**src/design/ptfp_pkg.sv**
```systemverilog
package ptfp_pkg;
  localparam int POSE_BYTES_DEF = 24;
  localparam int QDEPTH = 2;
  localparam logic [7:0] HDR_POSE_A = 8'hAA;
  localparam logic [7:0] HDR_POSE_B = 8'hFF;
  localparam logic [7:0] TAIL_POSE = 8'hEA;
  localparam logic [7:0] HDR_TGT_A = 8'hAB;
  localparam logic [7:0] HDR_TGT_B = 8'hFB;
  localparam logic [7:0] TAIL_TGT = 8'hEB;
  localparam logic [1:0] REG_OUTLIER = 2'd0;
  localparam logic [1:0] REG_JUMP = 2'd1;
  localparam logic [1:0] REG_ERRLIM = 2'd2;
  localparam logic [1:0] REG_NOTGT = 2'd3;
  localparam logic KIND_POSE = 1'b0;
  localparam logic KIND_TARGET = 1'b1;

  typedef struct packed {
    logic        kind;
    logic [31:0] word;
    logic [2:0]  idx;
    logic        last;
  } job_t;

  typedef struct packed {
    logic               frame_kind;
    logic signed [31:0] pos_x_cm;
    logic signed [31:0] pos_y_cm;
    logic signed [31:0] pos_z_cm;
    logic signed [31:0] vel_x_cms;
    logic signed [31:0] vel_y_cms;
    logic signed [31:0] vel_z_cms;
    logic signed [15:0] centre_x;
    logic signed [15:0] centre_y;
    logic               target_found;
    logic [7:0]         lost_count;
  } result_t;

  typedef struct packed {
    logic [30:0]        outlier_limit;
    logic [15:0]        jump_limit;
    logic [7:0]         error_limit;
    logic signed [15:0] no_target_code;
  } cfg_t;

  function automatic logic signed [31:0] single_to_q16(input logic [31:0] b);
    logic [7:0] e;
    logic [23:0] m;
    logic [31:0] mag;
    logic [4:0] rs;
    e = b[30:23];
    m = {1'b1, b[22:0]};
    mag = '0;
    rs = '0;
    if (e == 8'd0 || (e == 8'hFF && b[22:0] != 23'd0)) begin
      single_to_q16 = '0;
    end else if (e >= 8'd142) begin
      single_to_q16 = b[31] ? 32'sh8000_0000 : 32'sh7FFF_FFFF;
    end else begin
      if (e >= 8'd134) begin
        mag = {8'd0, m} << (e - 8'd134);
      end else if (e > 8'd110) begin
        rs = 5'(8'd134 - e);
        mag = {8'd0, m >> rs};
      end
      single_to_q16 = b[31] ? -$signed(mag) : $signed(mag);
    end
  endfunction
endpackage

```
**src/design/ptfp_if.sv**
```systemverilog
interface ptfp_byte_if;
  logic       valid;
  logic       ready;
  logic [7:0] byte_in;
  modport source(output valid, byte_in, input ready);
  modport sink(input valid, byte_in, output ready);
endinterface

interface ptfp_result_if;
  import ptfp_pkg::*;
  logic    valid;
  logic    ready;
  result_t data;
  modport source(output valid, data, input ready);
  modport sink(input valid, data, output ready);
endinterface

interface ptfp_cfg_if;
  logic        valid;
  logic        ready;
  logic [1:0]  index;
  logic [31:0] data;
  modport source(output valid, index, data, input ready);
  modport sink(input valid, index, data, output ready);
endinterface

```
**src/design/ptfp_front.sv**
```systemverilog
module ptfp_front
  import ptfp_pkg::*;
#(
  parameter int POSE_BYTES = POSE_BYTES_DEF
) (
  input  logic clk,
  input  logic rst,
  input  logic in_valid,
  output logic in_ready,
  input  logic [7:0] in_byte,
  output logic job_valid,
  input  logic job_ready,
  output job_t job
);
  localparam int CW = $clog2(POSE_BYTES + 1);
  localparam int AW = $clog2(POSE_BYTES);
  localparam int NV = POSE_BYTES / 4;

  typedef enum logic [6:0] {
    S_IDLE = 7'b0000001, S_PB = 7'b0000010, S_PPAY = 7'b0000100,
    S_PTAIL = 7'b0001000, S_TB = 7'b0010000, S_TPAY = 7'b0100000,
    S_TTAIL = 7'b1000000
  } phase_t;

  phase_t phase;
  logic [CW-1:0] byte_count;
  logic [7:0] buffer [POSE_BYTES];
  logic [2:0] emit_idx;
  logic emitting;
  logic emit_kind;
  logic [2:0] emit_last;
  logic acc;
  logic [31:0] word;
  logic [AW-1:0] base;

  assign in_ready = !emitting;
  assign acc = in_valid && in_ready;
  assign base = AW'({emit_idx, 2'b00});
  assign word = {buffer[base + AW'(3)], buffer[base + AW'(2)], buffer[base + AW'(1)],
                 buffer[base]};
  assign job_valid = emitting;
  assign job = '{kind: emit_kind, word: word, idx: emit_idx, last: emit_idx == emit_last};

  always_ff @(posedge clk) begin
    if (acc && (phase == S_PPAY || phase == S_TPAY)) begin
      buffer[byte_count[AW-1:0]] <= in_byte;
    end
  end

  always_ff @(posedge clk) begin
    if (rst) begin
      phase <= S_IDLE;
      byte_count <= '0;
      emitting <= 1'b0;
      emit_idx <= '0;
      emit_kind <= KIND_POSE;
      emit_last <= '0;
    end else begin
      if (emitting && job_ready) begin
        if (emit_idx == emit_last) emitting <= 1'b0;
        else emit_idx <= emit_idx + 3'd1;
      end
      if (acc) begin
        unique case (phase)
          S_PB: if (in_byte == HDR_POSE_B) phase <= S_PPAY;
          S_PPAY: begin
            byte_count <= byte_count + 1'b1;
            if (byte_count == CW'(POSE_BYTES - 1)) phase <= S_PTAIL;
          end
          S_PTAIL: begin
            phase <= S_IDLE;
            if (in_byte == TAIL_POSE) begin
              emitting <= 1'b1;
              emit_idx <= '0;
              emit_kind <= KIND_POSE;
              emit_last <= 3'(NV - 1);
            end
          end
          S_TB: if (in_byte == HDR_TGT_B) phase <= S_TPAY;
          S_TPAY: begin
            byte_count <= byte_count + 1'b1;
            if (byte_count == CW'(3)) phase <= S_TTAIL;
          end
          S_TTAIL: begin
            phase <= S_IDLE;
            if (in_byte == TAIL_TGT) begin
              emitting <= 1'b1;
              emit_idx <= '0;
              emit_kind <= KIND_TARGET;
              emit_last <= '0;
            end
          end
          default: begin
            byte_count <= '0;
            if (in_byte == HDR_POSE_A) phase <= S_PB;
            else if (in_byte == HDR_TGT_A) phase <= S_TB;
            else phase <= S_IDLE;
          end
        endcase
      end
    end
  end
endmodule

```
**src/design/ptfp_queue.sv**
```systemverilog
module ptfp_queue
  import ptfp_pkg::*;
(
  input  logic clk,
  input  logic rst,
  input  logic in_valid,
  output logic in_ready,
  input  job_t in_job,
  output logic out_valid,
  input  logic out_ready,
  output job_t out_job
);
  job_t slot [QDEPTH];
  logic [$clog2(QDEPTH)-1:0] wp, rp;
  logic [$clog2(QDEPTH):0] cnt;
  logic push, pop;

  assign in_ready = cnt != ($clog2(QDEPTH)+1)'(QDEPTH);
  assign out_valid = cnt != '0;
  assign out_job = slot[rp];
  assign push = in_valid && in_ready;
  assign pop = out_valid && out_ready;

  always_ff @(posedge clk) begin
    if (push) slot[wp] <= in_job;
  end

  always_ff @(posedge clk) begin
    if (rst) begin
      wp <= '0;
      rp <= '0;
      cnt <= '0;
    end else begin
      if (push) wp <= wp + 1'b1;
      if (pop) rp <= rp + 1'b1;
      cnt <= cnt + (push ? 1'b1 : 1'b0) - (pop ? 1'b1 : 1'b0);
    end
  end
endmodule

```
**src/design/ptfp_back.sv**
```systemverilog
module ptfp_back
  import ptfp_pkg::*;
#(
  parameter int POSE_BYTES = POSE_BYTES_DEF
) (
  input  logic    clk,
  input  logic    rst,
  input  cfg_t    cfg,
  input  logic    job_valid,
  output logic    job_ready,
  input  job_t    job,
  output logic    res_valid,
  input  logic    res_ready,
  output result_t res
);
  localparam int NV = POSE_BYTES / 4;

  // Stage 1 converts and rejects outliers; stage 2 scales and filters.
  logic signed [31:0] prev_raw [NV];
  logic signed [31:0] filt [NV];
  logic signed [15:0] cur_c [2];
  logic signed [15:0] prev_c [2];
  logic [7:0] err_cnt;
  logic found, seen;

  logic s1_valid, s1_last;
  logic [2:0] s1_slot;
  logic signed [32:0] s1_samp;
  logic s2_valid;
  logic s2_kind;
  logic res_pending;
  logic stall;

  logic signed [31:0] conv, used;
  logic signed [32:0] diff, adiff;
  logic signed [40:0] scaled;
  logic signed [32:0] sample;
  logic signed [33:0] delta;
  logic [2:0] slot;
  logic signed [15:0] tx, ty;
  logic signed [16:0] dx, dy;
  logic [16:0] adx, ady;

  assign stall = res_valid && !res_ready;
  assign job_ready = !stall && !s1_valid && !s2_valid;

  always_comb begin
    conv = single_to_q16(job.word);
    diff = 33'(conv) - 33'(prev_raw[job.idx]);
    adiff = diff[32] ? -diff : diff;
    used = (adiff > $signed({2'b00, cfg.outlier_limit})) ? prev_raw[job.idx] : conv;
    unique case (job.idx)
      3'd0: slot = 3'd1;
      3'd1: slot = 3'd0;
      3'd3: slot = 3'd4;
      3'd4: slot = 3'd3;
      default: slot = job.idx;
    endcase
    tx = $signed(job.word[15:0]);
    ty = $signed(job.word[31:16]);
    dx = 17'(tx) - 17'(cur_c[0]);
    dy = 17'(ty) - 17'(cur_c[1]);
    adx = dx[16] ? 17'(-dx) : 17'(dx);
    ady = dy[16] ? 17'(-dy) : 17'(dy);
    scaled = s1_samp * 41'sd100;
    sample = 33'(scaled >>> 8);
    delta = 34'(sample) - 34'(filt[s1_slot]);
  end

  always_ff @(posedge clk) begin
    if (rst) begin
      for (int i = 0; i < NV; i++) begin
        prev_raw[i] <= '0;
        filt[i] <= '0;
      end
      cur_c[0] <= '0; cur_c[1] <= '0;
      prev_c[0] <= '0; prev_c[1] <= '0;
      err_cnt <= '0;
      found <= 1'b0;
      seen <= 1'b0;
      s1_valid <= 1'b0;
      s2_valid <= 1'b0;
      s2_kind <= KIND_POSE;
      res_pending <= 1'b0;
    end else begin
      s1_valid <= job_valid && job_ready && job.kind == KIND_POSE;
      s2_valid <= (s1_valid && s1_last) ||
                  (job_valid && job_ready && job.kind == KIND_TARGET);
      res_pending <= s2_valid || (res_pending && !res_ready);
      if (s1_valid) begin
        filt[s1_slot] <= 32'(34'(filt[s1_slot]) + (delta >>> 1));
        if (s1_last) s2_kind <= KIND_POSE;
      end
      if (job_valid && job_ready) begin
        if (job.kind == KIND_POSE) begin
          prev_raw[job.idx] <= used;
          s1_slot <= slot;
          s1_last <= job.last;
          s1_samp <= (job.idx == 3'd1 || job.idx == 3'd3) ? -33'(used) : 33'(used);
        end else begin
          if (tx == cfg.no_target_code) begin
            if (err_cnt != 8'hFF) begin
              err_cnt <= err_cnt + 8'd1;
              if (err_cnt + 8'd1 > cfg.error_limit) found <= 1'b0;
            end else if (err_cnt > cfg.error_limit) found <= 1'b0;
          end else begin
            found <= 1'b1;
            if (seen && (adx > {1'b0, cfg.jump_limit} || ady > {1'b0, cfg.jump_limit})) begin
              cur_c[0] <= prev_c[0];
              cur_c[1] <= prev_c[1];
            end else begin
              prev_c[0] <= cur_c[0];
              prev_c[1] <= cur_c[1];
              cur_c[0] <= tx;
              cur_c[1] <= ty;
            end
          end
          seen <= 1'b1;
          s2_kind <= KIND_TARGET;
        end
      end
    end
  end

  assign res_valid = res_pending;

  always_ff @(posedge clk) begin
    if (s2_valid) begin
      res.frame_kind <= s2_kind;
      res.pos_x_cm <= filt[0];
      res.pos_y_cm <= filt[1];
      res.pos_z_cm <= filt[2];
      res.vel_x_cms <= filt[3];
      res.vel_y_cms <= filt[4];
      res.vel_z_cms <= filt[5];
      res.centre_x <= cur_c[0];
      res.centre_y <= cur_c[1];
      res.target_found <= found;
      res.lost_count <= err_cnt;
    end
  end
endmodule

```
**src/design/pose_and_target_frame_parser.sv**
```systemverilog
// Byte-serial parser for pose and target frames. One byte is taken per cycle while the
// front end is not unloading a finished frame. The back end takes no new pose value until
// the previous one has left stage 1, so with an idle back end a completed pose frame holds
// the input after its tail while its six words pass through the queue; a target frame holds
// it while its one word does. A pose result passes stage 1, stage 2 and the output register
// after its last value, a target result skips stage 1, and either is held there until
// transferred. A result still waiting holds the back end, and the input once the queue fills.
module pose_and_target_frame_parser
  import ptfp_pkg::*;
#(
  parameter int POSE_BYTES = POSE_BYTES_DEF
) (
  input logic clk,
  input logic rst,
  ptfp_byte_if.sink in,
  ptfp_result_if.source out,
  ptfp_cfg_if.sink cfg
);
  cfg_t regs;
  logic fj_valid, fj_ready, bj_valid, bj_ready;
  job_t fj, bj;

  assign cfg.ready = 1'b1;
  always_ff @(posedge clk) begin
    if (rst) begin
      regs <= '{outlier_limit: 31'd13107, jump_limit: 16'd140, error_limit: 8'd5,
                no_target_code: 16'sd6000};
    end else if (cfg.valid) begin
      unique case (cfg.index)
        REG_OUTLIER: regs.outlier_limit <= cfg.data[30:0];
        REG_JUMP: regs.jump_limit <= cfg.data[15:0];
        REG_ERRLIM: regs.error_limit <= cfg.data[7:0];
        REG_NOTGT: regs.no_target_code <= cfg.data[15:0];
        default: ;
      endcase
    end
  end

  ptfp_front #(.POSE_BYTES(POSE_BYTES)) u_front (
    .clk, .rst, .in_valid(in.valid), .in_ready(in.ready), .in_byte(in.byte_in),
    .job_valid(fj_valid), .job_ready(fj_ready), .job(fj)
  );
  ptfp_queue u_queue (
    .clk, .rst, .in_valid(fj_valid), .in_ready(fj_ready), .in_job(fj),
    .out_valid(bj_valid), .out_ready(bj_ready), .out_job(bj)
  );
  ptfp_back #(.POSE_BYTES(POSE_BYTES)) u_back (
    .clk, .rst, .cfg(regs), .job_valid(bj_valid), .job_ready(bj_ready), .job(bj),
    .res_valid(out.valid), .res_ready(out.ready), .res(out.data)
  );

  a_hold: assert property (@(posedge clk) disable iff (rst)
    out.valid && !out.ready |=> out.valid && $stable(out.data))
    else $error("result changed while stalled");
  a_queue: assert property (@(posedge clk) disable iff (rst)
    bj_valid && !bj_ready |=> bj_valid)
    else $error("queue lost a job");
endmodule
```
**src/flat_wrapper.sv**
```systemverilog
// flat-port wrapper written by rule: the top's interface ports become plain ports
module pose_and_target_frame_parser_flat import ptfp_pkg::*;
#(
  parameter int POSE_BYTES = POSE_BYTES_DEF
)
  (clk, rst, in_valid, in_byte_in, in_ready, out_valid, out_data, out_ready, cfg_valid, cfg_index, cfg_data, cfg_ready);
  ptfp_byte_if in_i ();
  ptfp_result_if out_i ();
  ptfp_cfg_if cfg_i ();
  input logic clk;
  input logic rst;
  input wire logic [$bits(in_i.valid)-1:0] in_valid;
  input wire logic [$bits(in_i.byte_in)-1:0] in_byte_in;
  output wire logic [$bits(in_i.ready)-1:0] in_ready;
  output wire logic [$bits(out_i.valid)-1:0] out_valid;
  output wire logic [$bits(out_i.data)-1:0] out_data;
  input wire logic [$bits(out_i.ready)-1:0] out_ready;
  input wire logic [$bits(cfg_i.valid)-1:0] cfg_valid;
  input wire logic [$bits(cfg_i.index)-1:0] cfg_index;
  input wire logic [$bits(cfg_i.data)-1:0] cfg_data;
  output wire logic [$bits(cfg_i.ready)-1:0] cfg_ready;
  assign in_i.valid = in_valid;
  assign in_i.byte_in = in_byte_in;
  assign in_ready = in_i.ready;
  assign out_valid = out_i.valid;
  assign out_data = out_i.data;
  assign out_i.ready = out_ready;
  assign cfg_i.valid = cfg_valid;
  assign cfg_i.index = cfg_index;
  assign cfg_i.data = cfg_data;
  assign cfg_ready = cfg_i.ready;
  pose_and_target_frame_parser #(.POSE_BYTES(POSE_BYTES)) u_core (.clk(clk), .rst(rst), .in(in_i), .out(out_i), .cfg(cfg_i));
endmodule
```
**config.mk**
```make
export PLATFORM = sky130hd
export DESIGN_NAME = pose_and_target_frame_parser_flat
export DESIGN_NICKNAME = d
export VERILOG_FILES = /design/src/design/ptfp_pkg.sv /design/src/design/ptfp_if.sv /design/src/design/ptfp_front.sv /design/src/design/ptfp_queue.sv /design/src/design/ptfp_back.sv /design/src/design/pose_and_target_frame_parser.sv /design/src/flat_wrapper.sv
export SDC_FILE = /design/constraint.sdc
export NUM_CORES = 2
export LEC_CHECK = 0
export BUFFER_PORTS_ARGS = -buffer_cell sky130_fd_sc_hd__buf_2
export CAP_MARGIN = 20
export CORE_MARGIN = 2
export CORE_UTILIZATION = 40
export CTS_CLUSTER_DIAMETER = 100
export CTS_CLUSTER_SIZE = 30
export DETAILED_ROUTE_END_ITERATION = 10
export PLACE_DENSITY_LB_ADDON = 0.25
export SYNTH_ARGS = -nofsm -noshare
export SYNTH_HDL_FRONTEND = slang
export SYNTH_SLANG_ARGS = --single-unit
```
**constraint.sdc**
```tcl
create_clock -name clk -period 12.5 [get_ports clk]
set_clock_uncertainty 0.2 [all_clocks]
set_input_delay 0.625 -clock clk [delete_from_list [all_inputs] [get_ports clk]]
set_output_delay 0.625 -clock clk [all_outputs]
set_load 0.05 [all_outputs]
```
* After elaboration in Yosys (flattened, before gate mapping) *
Memories as Yosys holds them, arrays and structs flattened. A register that Yosys moved wholly into a read port is not among the register bits.
Cells that the tools add are included.

cells by class
  add/subtract/negate cells = 22
  $mul = 1
  div/mod/pow operators = 0
  $lt $le $gt $ge = 8
  equality and inequality tests = 33
  shift operators = 2
  muxes and demuxes = 91
  bitwise logic cells = 9
  reductions and logical operators = 45

operators with widths
  cell                                                number
  2-to-1 mux 32 bit                                   10
  2-to-1 mux 16 bit                                   6
  2-to-1 mux 33 bit                                   2
  OR reduction 32 bit                                 2
  equality test 8 bit, second input constant          7
  2-to-1 mux 1 bit                                    46
  multiplier 33 x 6 -> 39 bit, second input constant  1
  case mux 7 bit (5 select lines)                     1
  greater-than comparator 17 x 16 -> 1 bit            2
  2-to-1 mux 17 bit                                   2
  negation 17 bit                                     2
  subtractor 16 x 16 -> 17 bit                        2
  greater-than comparator 33 x 32 -> 1 bit            1
  negation 32 -> 33 bit                               1
  negation 33 bit                                     1
  subtractor 32 x 32 -> 33 bit                        1
  subtractor 33 x 32 -> 33 bit                        1
  adder 32 bit                                        1
  negation 32 bit                                     1
  left shift 24 x 8 -> 32 bit                         1
  2-to-1 mux 3 bit                                    10
  2-to-1 mux 7 bit                                    4
  2-to-1 mux 24 bit                                   1
  >> shifter 24 x 5 -> 24 bit                         1
  other kinds (53)                                    104

storage, ports and cells
  bits in registers = 188
  latch bits = 0
  RAM bits = 714
  memory bits (read-only) = 0
  input port bits = 47
  output and inout port bits = 237
  word-level logic and storage cells = 245
  memories = 6

memory list
  memory                  depth  width  read ports  clocked after memory_dff  wr ports  line              source
  u_core.u_back.filt      6      32     7           7                         6         ptfp_back.sv:20   logic signed [31:0] filt [NV];
  u_core.u_back.prev_raw  6      32     1           0                         6         ptfp_back.sv:19   logic signed [31:0] prev_raw [NV];
  u_core.u_front.buffer   24     8      4           1                         1         ptfp_front.sv:27  logic [7:0] buffer [POSE_BYTES];
  u_core.u_queue.slot     2      37     1           1                         1         ptfp_queue.sv:13  job_t slot [QDEPTH];
  u_core.u_back.cur_c     2      16     2           0                         2         ptfp_back.sv:21   logic signed [15:0] cur_c [2];
  u_core.u_back.prev_c    2      16     2           0                         2         ptfp_back.sv:22   logic signed [15:0] prev_c [2];

* Depth between registers and ports, before layout *
  depth in word-level cells = 17
  gate-level depth with buffers = 63
  gate-level depth less buffers = 51

* Modules after synthesis *
From an unflattened synthesis, not the netlist that was laid out.

unflattened totals
  cells, all modules = 5476
  area, all modules = 66314.9 µm²

by module, submodules not included
  module                        times used  cells an instance  area each (µm²)  seq. area each (µm²)
  ptfp_back                     1           4535               51934.8          25774.7
  ptfp_front                    1           515                8506.9           6125.9
  pose_and_target_frame_parser  1           282                2949.1           1421.4
  ptfp_queue                    1           144                2924.1           2322.2

* Worst setup path after synthesis *
OpenSTA, ideal clock, no wires.

  path type = register to register
  from = register with a tool-made name
  to = register u_core.u_back.s1_samp[24], data pin
  library setup time = 0.262 ns
  arrival = 12.315 ns
  required time = 12.038 ns
  slack = -0.277 ns
  cell stages (with the launch flop) = 59
  buffers on the path = 12
  period minus slack after synthesis = 12.777 ns
  cells stage by stage = dfxtp_1 buf_6 buf_8 buf_8 mux2i_4 inv_2 buf_4 buf_6 buf_6 ha_1 buf_2 a21o_1 and3_1 clkbuf_1 nor2_2 mux4_2 a222oi_1 nand3_2 [23 not listed] o21ai_0 o221ai_1 a21oi_1 or3_1 o41a_1 nand2_2 buf_2 buf_1 nor2_1 a21oi_1 ha_1 nand3b_1 nand3b_1 nor4_1 mux2_2 nand4_2 o31ai_1 xnor2_1

RTL lines
  item                    line             source
  end signal: assignment  ptfp_back.sv:99  s1_samp <= (job.idx == 3'd1 || job.idx == 3'd3) ? -33'(used) : 33'(used);
  end: declaration        ptfp_back.sv:28  logic signed [32:0] s1_samp;

==> flow_metrics.py <==
metrics = {
    "detailed_routing": {
        "firstDrtPassIters": 6,
        "viasPerCell": 5.63,
        "wl_mm": 187,
        "drtIter0Drc": 4562,
        "drc": 0,
        "detail_route.wl_per_cell_um": 22.6,
        "num_vias": 46643,
        "ant_nets": 0,
    },
    "finish": {
        "finalNonFillerCells": 8286,
        "final_nets": 6454,
        "final_common_cell": "edfxtp_1",
        "layout_common_cells": "edfxtp_1 (1113), nor2_1 (644), inv_1 (416), nand2_1 (389), buf_4 (341)",
        "drive_above_1_share": 0.174,
        "area_growth_pct": 12.2,
        "final_util": 0.451,
    },
    "logic_synthesis": {
        "synth_warnings": 0,
        "syn_area_per_cell_um2": 11.8,
        "netlist_instances": 5587,
        "synth-edff-count": 1113,
        "mappedNetlistNets": 5990,
        "synthArstFlopShare": 0,
        "ys_ff_latch": 1224,
        "ys.flop_type": "edfxtp_1",
        "ys_seq_area_frac": 0.539,
        "syn_area_um2": 66100,
        "yosys.cell_types.count": 121,
    },
    "sta": {
        "worst_slew_pin_slew_ns": 1.15,
        "drv_slew": 0,
        "hold_viol": 0,
        "setup_viol": 0,
        "relSlewSlack": 0.210,
        "fmax_mhz": 84.5,
        "post-route-min-period_ns": 11.83,
        "fin_crit_sh": 0.946,
    },
    "placed_design": {
        "dp_hpwl_mm": 137,
        "place_inst": 8143,
        "port_buffers": 281,
        "routabilityCongestion": 0.961,
    },
    "setup_path": {
        "worstSetupStartpointType": "flip-flop",
        "cpMaxStageDelayCell": "mux4_2",
        "slowest_delay_ns": 0.60,
        "crit_arrival_ns": 12.03,
        "required_ns": 12.71,
        "crit_type": "reg2reg",
        "end_kind": "flip-flop",
        "path_max_fanout": 37,
    },
    "clocking": {
        "cts-buffers-inserted": 53,
        "clkTransAtPathRegs_ns": 0.11,
        "cts_root_buf": "clkbuf_16",
        "clock_latency_ns": 0.74,
        "cts_tree": "yes",
        "ctsLongestPathBuffers": 3,
        "cts_sinks": 1224,
        "htreeDepth": 2,
    },
    "global_route": {
        "grt_remaining_overflow": 0,
        "antenna_found_initial": 6,
        "grt_first_pass_wirelength_mm": 280,
        "track_usage": 0.217,
        "grt_max_degree": 74,
        "grt_pass1_vias": 44309,
    },
    "run": {
        "maxCapViolations": 0,
    },
    "power_and_ir_drop": {
        "clkPwrFrac": 0.114,
        "p_comb_frac": 0.621,
        "swShare": 0.464,
        "power.density_nw_per_um2": 259,
        "seq_power_share": 0.265,
        "peakVddDrop_v": 0.000512,
        "p_leak_nw": 28.2,
        "p_switching_mw": 8.94,
        "power_mw": 19.2,
        "internal_power_mw": 10.3,
    },
    "floorplan": {
        "io_pins": 284,
        "row_count": 149,
        "die_w_um": 411,
        "dieArea_um2": 169000,
        "die_h_um": 411,
        "initial_core_util": 0.402,
        "core_area_um2": 165000,
    },
    "outcome": {
        "outcome": "finished, final reports clean",
    },
    "min_path": {
        "min_path_type": "in2reg",
        "min_from": "rst",
    },
}
[flip-flops by register name, indices dropped and copies added, names as in the netlist, 5 cells and up, named ones only]
signal	cells
u_core.u_back.filt	256
u_core.u_back.prev_raw	256
u_core.u_front.buffer	192
out_data	161
u_core.u_queue.slot	74
u_core.u_back.res	73
u_core.regs	71
u_core.u_back.s1_samp	33
u_core.u_back.cur_c	32
u_core.u_back.prev_c	32
u_core.u_back.err_cnt	8
u_core.u_front.phase	7
u_core.u_front.byte_count	5
[layout make-up]
cell class	count	area, um^2
Fill cell	15055	90400
Antenna cell	1	2.50
Tap cell	2189	2740
Inverter	434	1630
Clock inverter	18	310
Clock buffer	82	1450
Sequential cell	1224	35700
Multi-Input combinational cell	3681	28000
Timing Repair Buffer	657	4400
[worst paths after layout]
check	slack (ns)	end	cells after the start
worst max-delay path	0.67	u_core.u_back.s1_samp[30]	50
worst min-delay path	0.05	u_core.regs[69]	2
worst max register to register	0.67	u_core.u_back.s1_samp[30]	50
worst min register to register	0.22	out_data[140]	0
[repair_timing]
| item | 4_1_cts | 5_1_grt |
|---|---|---|
| endpoints found under the hold margin | 35 | 0 |
| resized for setup | 0 | 25 |
| buffers inserted | 0 | 12 |
| setup endpoints to repair | 0 | 17 |
| hold buffers | 25 | 0 |
[through the flow]
step	setup TNS, ns	area (um^2)	setup slack, ns	hold slack, ns
detailed placement	0	71900	0.344	0.228
finish	0	74200	0.673	0.0478
floorplan	0	66100	0.0241	0.202
global placement	0	71900	0.437	0.225
CTS	0	73900	0.294	0.00625
global route	-0.0694	74200	-0.0322	0.0171
[logic make-up (layout without fill, tap and decap cells)]
family,Yosys count,count (layout),share of synthesized area
flops,1224,1224,0.539
fa+ha+maj,356,356,0.0715
xor+xnor,246,246,0.0329
other cells,1,2,0.0000567
mux,382,382,0.0936
simple gates,1694,1694,0.120
buf+inv,682,1191,0.0408
compound gates,1002,1002,0.102
[critical path: cells and delay by family (launching register included)]
| kind | cells | cell delay (ns) |
|---|---|---|
| XOR/XNOR | 2 | 0.33 |
| adder cells (fa/ha/maj) | 4 | 0.90 |
| flip-flops | 1 | 0.45 |
| multiplexers | 4 | 1.70 |
| buffers and inverters | 8 | 1.37 |
| AND/OR/NAND/NOR | 17 | 3.61 |
| AO/OA/AOI/OAI | 15 | 2.97 |
[power groups by stage]
stage / logic, mW / clock network, mW / registers, mW
floorplan: 6.67 / 0 / 5.73
global placement: 11.6 / 0 / 5.19
detailed placement: 11.7 / 0 / 5.20
CTS: 11.8 / 2.26 / 5.10
global route: 12.9 / 2.38 / 5.13
finish: 11.9 / 2.20 / 5.10
[Yosys cell counts (13+ instances only)]
cell / count / area [um^2]
clkbuf_1: 176 / 661
a31oi_1: 35 / 219
o211ai_1: 41 / 308
nor3b_1: 15 / 113
and2_1: 29 / 181
nor2_1: 650 / 2440
buf_1: 29 / 109
a21oi_1: 307 / 1540
mux4_2: 173 / 3900
dfxtp_1: 111 / 2220
o21a_1: 39 / 293
nor3_1: 149 / 746
or4_1: 13 / 97.6
and3_1: 31 / 194
buf_2: 28 / 140
nor2b_1: 35 / 219
fa_1: 36 / 721
a21boi_0: 19 / 143
ha_1: 320 / 4000
o22a_1: 18 / 158
xnor2_1: 160 / 1400
a31o_2: 13 / 114
o311ai_0: 13 / 114
edfxtp_1: 1113 / 33400
mux2_2: 24 / 270
o22ai_1: 16 / 100
o21ai_0: 143 / 716
nor4_1: 34 / 213
o31ai_1: 29 / 218
nand3_1: 132 / 661
o2111ai_1: 13 / 114
a211oi_1: 70 / 526
nand2b_1: 38 / 238
inv_2: 13 / 48.8
or3_1: 40 / 250
nand4_1: 50 / 313
inv_1: 418 / 1570
nand2_1: 394 / 1480
a21o_1: 65 / 488
mux2i_1: 162 / 1620
or2_2: 13 / 81.3
xor2_1: 83 / 727
[layer usage]
layer	global-route usage	routed length (um)
met1	0.332	89100
met2	0.332	82400
met3	0.0232	12100
met4	0.0439	3880
met5	0	13
(Power assumes the default switching activity.)
